`src/design/edm_pkg.sv`:
```
// edm_pkg: shared types, constants and helpers of the edit distance matcher
// no dependencies; imported by every module of the block
`default_nettype none

package edm_pkg;

   // fixed field widths
   localparam int DIST_W  = 8;
   localparam int TOTAL_W = 32;
   localparam int COUNT_W = 16;
   localparam int CMD_W   = 2;
   localparam int SYMIN_W = 8;

   // defaults for the top level parameters
   localparam int DEF_MAX_PATTERN = 32;
   localparam int DEF_SYMBOL_BITS = 8;

   // command codes
   localparam logic [CMD_W-1:0] CMD_CLEAR  = 2'd0;
   localparam logic [CMD_W-1:0] CMD_APPEND = 2'd1;
   localparam logic [CMD_W-1:0] CMD_TEXT   = 2'd2;
   localparam logic [CMD_W-1:0] CMD_EOW    = 2'd3;

   // control from the sequencer to the pattern and column stores
   typedef struct packed {
      logic restart;   // every column entry back to its address plus one
      logic col_wr;    // write one column entry
      logic pat_wr;    // write one pattern symbol
      logic rd_en;     // read column entry and pattern symbol
   } store_ctrl_type;

   // saturating increment of a column entry
   function automatic logic [DIST_W-1:0] sat_inc(input logic [DIST_W-1:0] v);
      logic [DIST_W-1:0] r;
      if (v == {DIST_W{1'b1}}) begin
         r = v;
      end else begin
         r = v + DIST_W'(1);
      end
      return r;
   endfunction

endpackage

`default_nettype wire

```
`src/design/edm_cell_unit.sv`:
```
// edm_cell_unit: one Levenshtein cell update, shared over all column entries
// depends on edm_pkg
`default_nettype none

module edm_cell_unit
   import edm_pkg::*;
#(
   parameter int SYM_W = 8
) (
   input  wire logic [DIST_W-1:0] diag,
   input  wire logic [DIST_W-1:0] above,
   input  wire logic [DIST_W-1:0] left,
   input  wire logic [SYM_W-1:0]  pat_sym,
   input  wire logic [SYM_W-1:0]  text_sym,
   output logic      [DIST_W-1:0] cell_out
);

   logic [DIST_W-1:0] min_ab;
   logic [DIST_W-1:0] min_all;

   // minimum of the three neighbours
   always_comb begin
      min_ab  = (diag < above) ? diag : above;
      min_all = (min_ab < left) ? min_ab : left;
   end

   // a matching symbol takes the diagonal for free
   always_comb begin
      if (pat_sym == text_sym) begin
         cell_out = diag;
      end else begin
         cell_out = sat_inc(min_all);
      end
   end

endmodule

`default_nettype wire

```
`src/design/edm_store.sv`:
```
// edm_store: pattern memory and DP column memory with per-entry valid bits
// depends on edm_pkg
`default_nettype none

module edm_store
   import edm_pkg::*;
#(
   parameter int MAX_PATTERN = 32,
   parameter int SYM_W       = 8,
   localparam int IDX_W      = (MAX_PATTERN > 1) ? $clog2(MAX_PATTERN) : 1
) (
   input  wire logic                 clock,
   input  wire logic                 reset,
   input  wire store_ctrl_type       ctrl,
   input  wire logic [IDX_W-1:0]     wr_addr,
   input  wire logic [DIST_W-1:0]    col_wr_data,
   input  wire logic [SYM_W-1:0]     pat_wr_data,
   input  wire logic [IDX_W-1:0]     rd_addr,
   output logic      [DIST_W-1:0]    col_rd_data,
   output logic      [SYM_W-1:0]     pat_rd_data
);

   logic [DIST_W-1:0]      col_mem [MAX_PATTERN];
   logic [SYM_W-1:0]       pat_mem [MAX_PATTERN];
   logic [MAX_PATTERN-1:0] valid_ff;
   logic [DIST_W-1:0]      col_q_ff;
   logic [SYM_W-1:0]       pat_q_ff;
   logic                   rd_valid_ff;
   logic [IDX_W-1:0]       rd_idx_ff;

   // column memory
   always_ff @(posedge clock) begin
      if (ctrl.col_wr) begin
         col_mem[wr_addr] <= col_wr_data;
      end
      if (ctrl.rd_en) begin
         col_q_ff <= col_mem[rd_addr];
      end
   end

   // pattern memory
   always_ff @(posedge clock) begin
      if (ctrl.pat_wr) begin
         pat_mem[wr_addr] <= pat_wr_data;
      end
      if (ctrl.rd_en) begin
         pat_q_ff <= pat_mem[rd_addr];
      end
   end

   // valid bits: an entry never written since restart reads as its address plus one
   always_ff @(posedge clock) begin
      if (reset || ctrl.restart) begin
         valid_ff <= '0;
      end else if (ctrl.col_wr) begin
         valid_ff[wr_addr] <= 1'b1;
      end
   end

   always_ff @(posedge clock) begin
      if (ctrl.rd_en) begin
         rd_valid_ff <= valid_ff[rd_addr];
         rd_idx_ff   <= rd_addr;
      end
   end

   // entry at address a is column row a+1
   assign col_rd_data = rd_valid_ff ? col_q_ff : (DIST_W'(rd_idx_ff) + DIST_W'(1));
   assign pat_rd_data = pat_q_ff;

endmodule

`default_nettype wire

```
`src/design/edit_distance_matcher_core.sv`:
```
// edit_distance_matcher_core: Levenshtein distance of streamed words to a stored pattern
// The input channel (req_) carries one command beat: cmd 0 clears the pattern, the
// running total, the word count and the overflow flag; cmd 1 appends req_symbol to the
// pattern (dropped and flagged once the pattern is full); cmd 2 steps the DP column with
// one text symbol; cmd 3 ends the word and produces one result beat on the rsp_ channel
// with the word's distance, the saturating total, the word count and the overflow flag.
// Only cmd 3 gives a result; cmds 0, 1 and 3 also restart the column.
// A text symbol is handled by one cell update unit that walks the column one entry per
// cycle after a read of the pattern and column memories in the prime state. With an
// empty pattern, and for every other command, a beat needs no column walk.
// The result register shows the result in the cycle after the end-of-word beat is taken.
// While that result waits, clear, append and text beats are still taken; a further
// end-of-word beat waits until the receiver takes the pending result.
// Synchronous active-high reset empties the pattern, zeroes the totals, restarts the
// column (valid bits cleared at once, no sweep) and drops any pending result.
// Depends on edm_pkg, edm_store and edm_cell_unit.
`default_nettype none

module edit_distance_matcher_core
   import edm_pkg::*;
#(
   parameter int MAX_PATTERN = DEF_MAX_PATTERN,
   parameter int SYMBOL_BITS = DEF_SYMBOL_BITS
) (
   input  wire logic               clock,
   input  wire logic               reset,
   input  wire logic               req_valid,
   output logic                    req_ready,
   input  wire logic [CMD_W-1:0]   req_cmd,
   input  wire logic [SYMIN_W-1:0] req_symbol,
   output logic                    rsp_valid,
   input  wire logic               rsp_ready,
   output logic      [DIST_W-1:0]  rsp_distance,
   output logic      [TOTAL_W-1:0] rsp_total_distance,
   output logic      [COUNT_W-1:0] rsp_word_count,
   output logic                    rsp_pattern_overflow
);

   localparam int IDX_W = (MAX_PATTERN > 1) ? $clog2(MAX_PATTERN) : 1;
   localparam int LEN_W = $clog2(MAX_PATTERN + 1);
   localparam int SYM_W = (SYMBOL_BITS < SYMIN_W) ? SYMBOL_BITS : SYMIN_W;

   localparam logic [1:0] ST_IDLE  = 2'd0;
   localparam logic [1:0] ST_PRIME = 2'd1;
   localparam logic [1:0] ST_STEP  = 2'd2;

   logic [1:0]         state_ff, state_in;
   logic [LEN_W-1:0]   len_ff, len_in;
   logic [IDX_W-1:0]   idx_ff, idx_in;
   logic [DIST_W-1:0]  row0_ff, row0_in;
   logic [DIST_W-1:0]  last_ff, last_in;
   logic [DIST_W-1:0]  diag_ff, diag_in;
   logic [DIST_W-1:0]  left_ff, left_in;
   logic [SYM_W-1:0]   sym_ff, sym_in;
   logic [TOTAL_W-1:0] sum_ff, sum_in;
   logic [COUNT_W-1:0] count_ff, count_in;
   logic               ovf_ff, ovf_in;
   logic               rsp_valid_ff, rsp_valid_in;
   logic [DIST_W-1:0]  rsp_dist_ff, rsp_dist_in;
   logic [TOTAL_W-1:0] rsp_sum_ff, rsp_sum_in;
   logic [COUNT_W-1:0] rsp_count_ff, rsp_count_in;
   logic               rsp_ovf_ff, rsp_ovf_in;

   logic               req_fire;
   logic               step_last;
   logic [TOTAL_W:0]   sum_wide;
   store_ctrl_type     ctrl;
   logic [IDX_W-1:0]   wr_addr;
   logic [IDX_W-1:0]   rd_addr;
   logic [DIST_W-1:0]  col_wr_data;
   logic [DIST_W-1:0]  above;
   logic [SYM_W-1:0]   pat_sym;
   logic [DIST_W-1:0]  cell_out;

   // a further end-of-word beat waits for the pending result to leave
   assign req_ready = (state_ff == ST_IDLE) &&
                      ((req_cmd != CMD_EOW) || !rsp_valid_ff || rsp_ready);
   assign req_fire  = req_valid && req_ready;
   assign step_last = ((LEN_W'(idx_ff) + LEN_W'(1)) == len_ff);
   assign sum_wide  = {1'b0, sum_ff} + (TOTAL_W + 1)'(last_ff);

   // shared cell update unit
   edm_cell_unit #(
      .SYM_W    (SYM_W)
   ) u_cell (
      .diag     (diag_ff),
      .above    (above),
      .left     (left_ff),
      .pat_sym  (pat_sym),
      .text_sym (sym_ff),
      .cell_out (cell_out)
   );

   // pattern and column memories
   edm_store #(
      .MAX_PATTERN (MAX_PATTERN),
      .SYM_W       (SYM_W)
   ) u_store (
      .clock       (clock),
      .reset       (reset),
      .ctrl        (ctrl),
      .wr_addr     (wr_addr),
      .col_wr_data (col_wr_data),
      .pat_wr_data (req_symbol[SYM_W-1:0]),
      .rd_addr     (rd_addr),
      .col_rd_data (above),
      .pat_rd_data (pat_sym)
   );

   // store control
   always_comb begin
      ctrl         = '0;
      wr_addr      = idx_ff;
      rd_addr      = idx_ff;
      col_wr_data  = cell_out;
      ctrl.restart = req_fire && ((req_cmd == CMD_CLEAR) || (req_cmd == CMD_APPEND) ||
                                  (req_cmd == CMD_EOW));
      if (req_fire && (req_cmd == CMD_APPEND) && (len_ff < LEN_W'(MAX_PATTERN))) begin
         ctrl.pat_wr = 1'b1;
         wr_addr     = IDX_W'(len_ff);
      end
      if (state_ff == ST_PRIME) begin
         ctrl.rd_en = 1'b1;
      end
      if (state_ff == ST_STEP) begin
         ctrl.col_wr = 1'b1;
         if (!step_last) begin
            ctrl.rd_en = 1'b1;
            rd_addr    = idx_ff + IDX_W'(1);
         end
      end
   end

   // sequencer and running state
   always_comb begin
      state_in     = state_ff;
      len_in       = len_ff;
      idx_in       = idx_ff;
      row0_in      = row0_ff;
      last_in      = last_ff;
      diag_in      = diag_ff;
      left_in      = left_ff;
      sym_in       = sym_ff;
      sum_in       = sum_ff;
      count_in     = count_ff;
      ovf_in       = ovf_ff;
      rsp_valid_in = rsp_valid_ff && !rsp_ready;
      rsp_dist_in  = rsp_dist_ff;
      rsp_sum_in   = rsp_sum_ff;
      rsp_count_in = rsp_count_ff;
      rsp_ovf_in   = rsp_ovf_ff;
      unique case (state_ff)
         ST_IDLE: begin
            if (req_fire) begin
               unique case (req_cmd)
                  CMD_CLEAR: begin
                     len_in   = '0;
                     sum_in   = '0;
                     count_in = '0;
                     ovf_in   = 1'b0;
                     row0_in  = '0;
                     last_in  = '0;
                  end
                  CMD_APPEND: begin
                     row0_in = '0;
                     if (len_ff < LEN_W'(MAX_PATTERN)) begin
                        len_in  = len_ff + LEN_W'(1);
                        last_in = DIST_W'(len_ff) + DIST_W'(1);
                     end else begin
                        ovf_in  = 1'b1;
                        last_in = DIST_W'(len_ff);
                     end
                  end
                  CMD_TEXT: begin
                     row0_in = sat_inc(row0_ff);
                     diag_in = row0_ff;
                     left_in = sat_inc(row0_ff);
                     sym_in  = req_symbol[SYM_W-1:0];
                     idx_in  = '0;
                     if (len_ff == '0) begin
                        last_in = sat_inc(row0_ff);
                     end else begin
                        state_in = ST_PRIME;
                     end
                  end
                  CMD_EOW: begin
                     sum_in       = sum_wide[TOTAL_W] ? {TOTAL_W{1'b1}} :
                                    sum_wide[TOTAL_W-1:0];
                     count_in     = (count_ff == {COUNT_W{1'b1}}) ? count_ff :
                                    count_ff + COUNT_W'(1);
                     rsp_valid_in = 1'b1;
                     rsp_dist_in  = last_ff;
                     rsp_sum_in   = sum_in;
                     rsp_count_in = count_in;
                     rsp_ovf_in   = ovf_ff;
                     row0_in      = '0;
                     last_in      = DIST_W'(len_ff);
                  end
                  default: begin
                  end
               endcase
            end
         end
         ST_PRIME: begin
            state_in = ST_STEP;
         end
         ST_STEP: begin
            diag_in = above;
            left_in = cell_out;
            if (step_last) begin
               last_in  = cell_out;
               state_in = ST_IDLE;
            end else begin
               idx_in = idx_ff + IDX_W'(1);
            end
         end
         default: begin
            state_in = ST_IDLE;
         end
      endcase
   end

   // control registers
   always_ff @(posedge clock) begin
      if (reset) begin
         state_ff     <= ST_IDLE;
         len_ff       <= '0;
         row0_ff      <= '0;
         last_ff      <= '0;
         sum_ff       <= '0;
         count_ff     <= '0;
         ovf_ff       <= 1'b0;
         rsp_valid_ff <= 1'b0;
      end else begin
         state_ff     <= state_in;
         len_ff       <= len_in;
         row0_ff      <= row0_in;
         last_ff      <= last_in;
         sum_ff       <= sum_in;
         count_ff     <= count_in;
         ovf_ff       <= ovf_in;
         rsp_valid_ff <= rsp_valid_in;
      end
   end

   // working and result payload registers
   always_ff @(posedge clock) begin
      idx_ff       <= idx_in;
      diag_ff      <= diag_in;
      left_ff      <= left_in;
      sym_ff       <= sym_in;
      rsp_dist_ff  <= rsp_dist_in;
      rsp_sum_ff   <= rsp_sum_in;
      rsp_count_ff <= rsp_count_in;
      rsp_ovf_ff   <= rsp_ovf_in;
   end

   assign rsp_valid            = rsp_valid_ff;
   assign rsp_distance         = rsp_dist_ff;
   assign rsp_total_distance   = rsp_sum_ff;
   assign rsp_word_count       = rsp_count_ff;
   assign rsp_pattern_overflow = rsp_ovf_ff;

   // pattern length never passes its capacity
   a_len_bound: assert property (@(posedge clock) disable iff (reset)
      len_ff <= LEN_W'(MAX_PATTERN))
      else $error("pattern length beyond capacity");

   // the column walk stays inside the pattern
   a_idx_bound: assert property (@(posedge clock) disable iff (reset)
      (state_ff == ST_STEP) |-> (LEN_W'(idx_ff) < len_ff))
      else $error("column walk past pattern length");

   // no beat is taken while the column walk runs
   a_busy_stall: assert property (@(posedge clock) disable iff (reset)
      ((state_ff == ST_PRIME) || (state_ff == ST_STEP)) |-> !req_ready)
      else $error("beat taken during column walk");

   // a taken result leaves unless a new word end replaces it
   a_rsp_drain: assert property (@(posedge clock) disable iff (reset)
      (rsp_valid && rsp_ready && !(req_fire && (req_cmd == CMD_EOW))) |=> !rsp_valid)
      else $error("result beat repeated");

   // a word end always produces a result
   a_eow_result: assert property (@(posedge clock) disable iff (reset)
      (req_fire && (req_cmd == CMD_EOW)) |=> rsp_valid)
      else $error("word end without result");

endmodule

`default_nettype wire
```
`config.mk`:
```
export PLATFORM = sky130hd
export DESIGN_NAME = edit_distance_matcher_core
export DESIGN_NICKNAME = d
export VERILOG_FILES = /design/src/design/edm_pkg.sv /design/src/design/edm_cell_unit.sv /design/src/design/edm_store.sv /design/src/design/edit_distance_matcher_core.sv
export SDC_FILE = /design/constraint.sdc
export NUM_CORES = 1
export LEC_CHECK = 0
export ABC_AREA = 1
export BUFFER_PORTS_ARGS = -buffer_cell sky130_fd_sc_hd__buf_2
export CORE_ASPECT_RATIO = 1.75
export CORE_UTILIZATION = 45
export CTS_CLUSTER_DIAMETER = 150
export CTS_CLUSTER_SIZE = 14
export DETAILED_ROUTE_END_ITERATION = 10
export PLACE_DENSITY = 0.58
export SETUP_SLACK_MARGIN = 0.2
export SLEW_MARGIN = 40
export SYNTH_ARGS = -nofsm -noshare
export SYNTH_HDL_FRONTEND = slang
export SYNTH_SLANG_ARGS = --single-unit
export TNS_END_PERCENT = 1
```
`constraint.sdc`:
```
create_clock -name clock -period 6.43 [get_ports clock]
set_input_delay 0.3215 -clock clock [delete_from_list [all_inputs] [get_ports clock]]
set_output_delay 0.3215 -clock clock [all_outputs]
set_load 0.005 [all_outputs]
```
==> results.cfg <==
[synth]
netlist_instances = 2826
synth_top_family_by_area = simple AND/OR/NAND/NOR gates
async_reset_ff_frac = 0
syn_avg_cell_area_um2 = 11.09
ys_ff_latch = 726
synth_cell_type_count = 54
synthMuxAreaShare = 0
synthesis.nets = 2871
synthSimpleGateAreaFrac = 0.1393
ys_seq_area_frac = 0.6615
synth-xor-area-share = 0.009737
synthAdderAreaFrac = 0.01261
synth_edf_count = 620
synth_area_mm2 = 0.03135
ys_warn_count = 0
yosys_most_used_dff = edfxtp_1
synth-compound-area-share = 0.1319

[sta]
setup_viol_count_final = 0
fmax_mhz = 205.9
period_minus_slack_ns = 4.857
clock_skew_ns = 0.01876
rsz0062_at_grt = no
slew-limit-headroom = 0.4331
holdWs_ns = 0.2261
period_share = 0.7554
slew_violations = 0
tightestPinTransition_ns = 0.8503
hold_violations = 0
setup-tns-final_ns = 0

[finish]
final_nets = 2890
final_cell_area_mm2 = 0.03429
instances_no_fill = 3795
n_antenna_cell = 0
synthToLayoutAreaGrowth_pct = 9.382
drive_above_1_share = 0.1221

[worst_setup_path]
cp_slowest_stage_delay_ns = 0.45
reg2reg_depth = 29
crit_path_max_fanout = 33
worstSetupPathType = reg -> reg
cp-start-kind = flop
worst-path-buf-inv = 5
r2r_start = u_store.rd_idx_ff[0]$_DFFE_PP_
crit_arrival_ns = 5.23
critPathSlowestCell = edfxtp_1
crit_top_cell = nand2_1
ff2ff_setup_slack_ns = 1.57
r2r_end = left_ff[5]$_DFFE_PP_
endpoint_kind = flop
crit_family = simple AND/OR/NAND/NOR gates
required_ns = 6.80

[routing]
wl_per_cell_um = 21.92
vias = 21452
postRouteAntennaNets = 0
dr.max_layer_used = met4
drt_iter0_markers = 1533
met3_length_mm = 3.370
vias_per_cell = 5.653
detail_route.first_pass.iterations = 5
wl_met1_mm = 29.97
drc = 0
wl_mm = 83.19
wl_met2_mm = 44.11

[global_routing]
grt_pass1_wl_mm = 125.9
grt_max_degree = 161
grt_antenna_before_repair = 0
overflow = 0
grt_pass1_vias = 21628
track_usage = 0.2346

[placed_design]
place_hpwl_mm = 53.29
placed_cell_area_mm2 = 0.03261
place_congestion = 0.8659
dp.cells = 3688
port_buffers = 72

[clock_tree]
postCtsSetupBuffers = 0
cts_buffers = 57
cts.path.max_buffers = 3
path_clk_slew_ns = 0.08
cts_tree = yes
clk_latency_ns = 0.64
cts_resized = 0
h-tree-depth = 2
holdBufCountCts = 1
cts.sinks = 726
cts.root.buffer_cell = clkbuf_16

[hold_path]
hold_path.class = in -> reg
min_from = req_symbol[5]
hold_path_end = u_store.pat_mem[23][5]$_DFFE_PP_
hold_depth = 1

[floorplan]
die_h_um = 351.2
die_area_mm2 = 0.07077
io_pins = 73
row_count = 127
core_area_mm2 = 0.06865
initial_core_util = 0.4567
die_x_um = 201.5

[run]
max_cap_violations = 0

[power]
leakagePower_nw = 11.56
p_per_area_mw_per_mm2 = 522.5
ir_drop_uv = 541.4

[outcome]
status = completed
-- cells by family (layout without fill, tap and decap cells) --
family	Yosys count	after routing
AOI/OAI and AO/OA	661	661
xor gates and xnor gates	34	34
DFF	726	726
and+or+nand+nor	1038	1038
adders and majority gates	31	31
buffers and inverters	336	402
-- layout make-up --
type	instances	area [µm²]
Tap cell	903	1130
Multi-Input combinational cell	1764	9368
Timing Repair Buffer	114	732.0
Inverter	182	694.4
Clock buffer	104	1613
Fill cell	6111	34350
Sequential cell	726	20740
Clock inverter	2	17.52
-- per-stage QoR --
stage / power (W) / util / worst slack, ns
6_report: 0.01792 / 0.4996 / 1.573
5_1_grt: 0.01894 / 0.4996 / 1.005
3_3_place_gp: 0.01458 / 0.4739 / 1.294
2_1_floorplan: 0.01199 / - / 0.9529
4_1_cts: 0.01810 / 0.4990 / 1.369
3_5_place_dp: 0.01482 / 0.4751 / 1.393
-- cells in the mapped netlist, types with 2 or more instances --
cell | count | area (µm²)
or2_1 | 3 | 18.77
xnor2_1 | 7 | 61.31
nor2_1 | 490 | 1839
o221ai_1 | 119 | 1042
inv_2 | 10 | 37.54
a211oi_1 | 8 | 60.06
nand2_2 | 31 | 193.9
clkbuf_2 | 5 | 25.02
buf_4 | 6 | 45.04
a21boi_0 | 5 | 37.54
inv_1 | 172 | 645.6
o211ai_1 | 18 | 135.1
edfxtp_1 | 620 | 18620
nand3_2 | 5 | 50.05
nand3_1 | 104 | 520.5
ha_1 | 30 | 375.4
a21oi_2 | 8 | 70.07
nor3_1 | 13 | 65.06
a21o_1 | 3 | 22.52
o21ai_0 | 304 | 1521
nand4_1 | 12 | 75.07
dfxtp_1 | 106 | 2122
nor2_2 | 10 | 62.56
xor2_1 | 26 | 227.7
nand3b_1 | 6 | 45.04
clkbuf_1 | 75 | 281.5
o22ai_1 | 17 | 106.4
nand2_1 | 334 | 1254
a31oi_1 | 19 | 118.9
buf_6 | 4 | 45.04
o21ba_2 | 32 | 320.3
nor2_4 | 2 | 22.52
buf_2 | 62 | 310.3
a221oi_1 | 4 | 35.03
nand2_4 | 5 | 56.30
o21ai_1 | 28 | 140.1
a21oi_1 | 85 | 425.4
nor4_1 | 3 | 18.77
or2_2 | 16 | 100.1
o21ai_2 | 5 | 43.79
-- worst register-to-register path: cells and delay by family (launching register included) --
| kind | cells | cell delay [ns] |
|---|---|---|
| AND/OR/NAND/NOR | 16 | 1.78 |
| adder cells (fa/ha/maj) | 3 | 0.92 |
| AO/OA/AOI/OAI | 5 | 0.92 |
| buffers and inverters | 5 | 0.52 |
| flip-flops | 1 | 0.45 |
-- flip-flops by register name (all words and copies together), names as in the netlist, 16 cells and up --
name / cells
rsp_word_count: 16
u_store.valid_ff: 32
u_store.pat_mem: 256
sum_ff: 32
count_ff: 16
rsp_total_distance: 32
u_store.col_mem: 256
-- worst max-delay path by stage --
stage | start | to | slack (ns) | cells after the start
floorplan | u_store.rd_idx_ff[0]$_DFFE_PP_ | u_store.col_mem[0][3]$_DFFE_PP_ | 0.95 | 24
CTS | u_store.rd_idx_ff[0]$_DFFE_PP_ | u_store.col_mem[21][4]$_DFFE_PP_ | 1.37 | 26
finish | u_store.rd_idx_ff[0]$_DFFE_PP_ | left_ff[5]$_DFFE_PP_ | 1.57 | 29
global route | u_store.rd_idx_ff[0]$_DFFE_PP_ | left_ff[5]$_DFFE_PP_ | 1.01 | 29
global placement | u_store.rd_idx_ff[0]$_DFFE_PP_ | left_ff[5]$_DFFE_PP_ | 1.29 | 29
detailed placement | u_store.rd_idx_ff[0]$_DFFE_PP_ | u_store.col_mem[18][4]$_DFFE_PP_ | 1.39 | 26
-- cells in the final DEF, fill, tap and decap left out, types with 4 or more instances in the layout --
cell | netlist | final
edfxtp_1 | 620 | 620
nor2_1 | 490 | 449
nand2_1 | 334 | 331
o21ai_0 | 304 | 303
inv_1 | 172 | 170
o221ai_1 | 119 | 119
dfxtp_1 | 106 | 106
nand3_1 | 104 | 104
a21oi_1 | 85 | 84
buf_2 | 62 | 72
clkbuf_16 | 0 | 57
nor2_2 | 10 | 50
clkbuf_1 | 75 | 46
buf_4 | 6 | 36
nand2_2 | 31 | 34
o21ba_2 | 32 | 32
ha_1 | 30 | 30
o21ai_1 | 28 | 28
xor2_1 | 26 | 26
a31oi_1 | 19 | 19
o211ai_1 | 18 | 18
o22ai_1 | 17 | 17
or2_2 | 16 | 15
nor3_1 | 13 | 13
nand4_1 | 12 | 12
inv_2 | 10 | 9
a211oi_1 | 8 | 8
a21oi_2 | 8 | 7
xnor2_1 | 7 | 7
nand3b_1 | 6 | 6
nand2_4 | 5 | 5
nand3_2 | 5 | 5
o21ai_2 | 5 | 4
a221oi_1 | 4 | 4
a21boi_0 | 5 | 4
buf_12 | 0 | 4
-- report_power, final --
group	switching [W]	total (W)	internal [W]
Clock	0.00162	0.00330	0.00168
Combinational	0.00574	0.00754	0.00180
Sequential	0.000179	0.00707	0.00689
-- per-layer routing --
| layer | track usage | vias up |
|---|---|---|
| met1 | 0.2477 | 10540 |
| met4 | 0.1546 | 0 |
| met3 | 0.02566 | 227 |
| li1 | - | 10063 |
| met2 | 0.4387 | 622 |
| met5 | 0 | - |
Note: power is estimated with default switching activity, not from simulation.
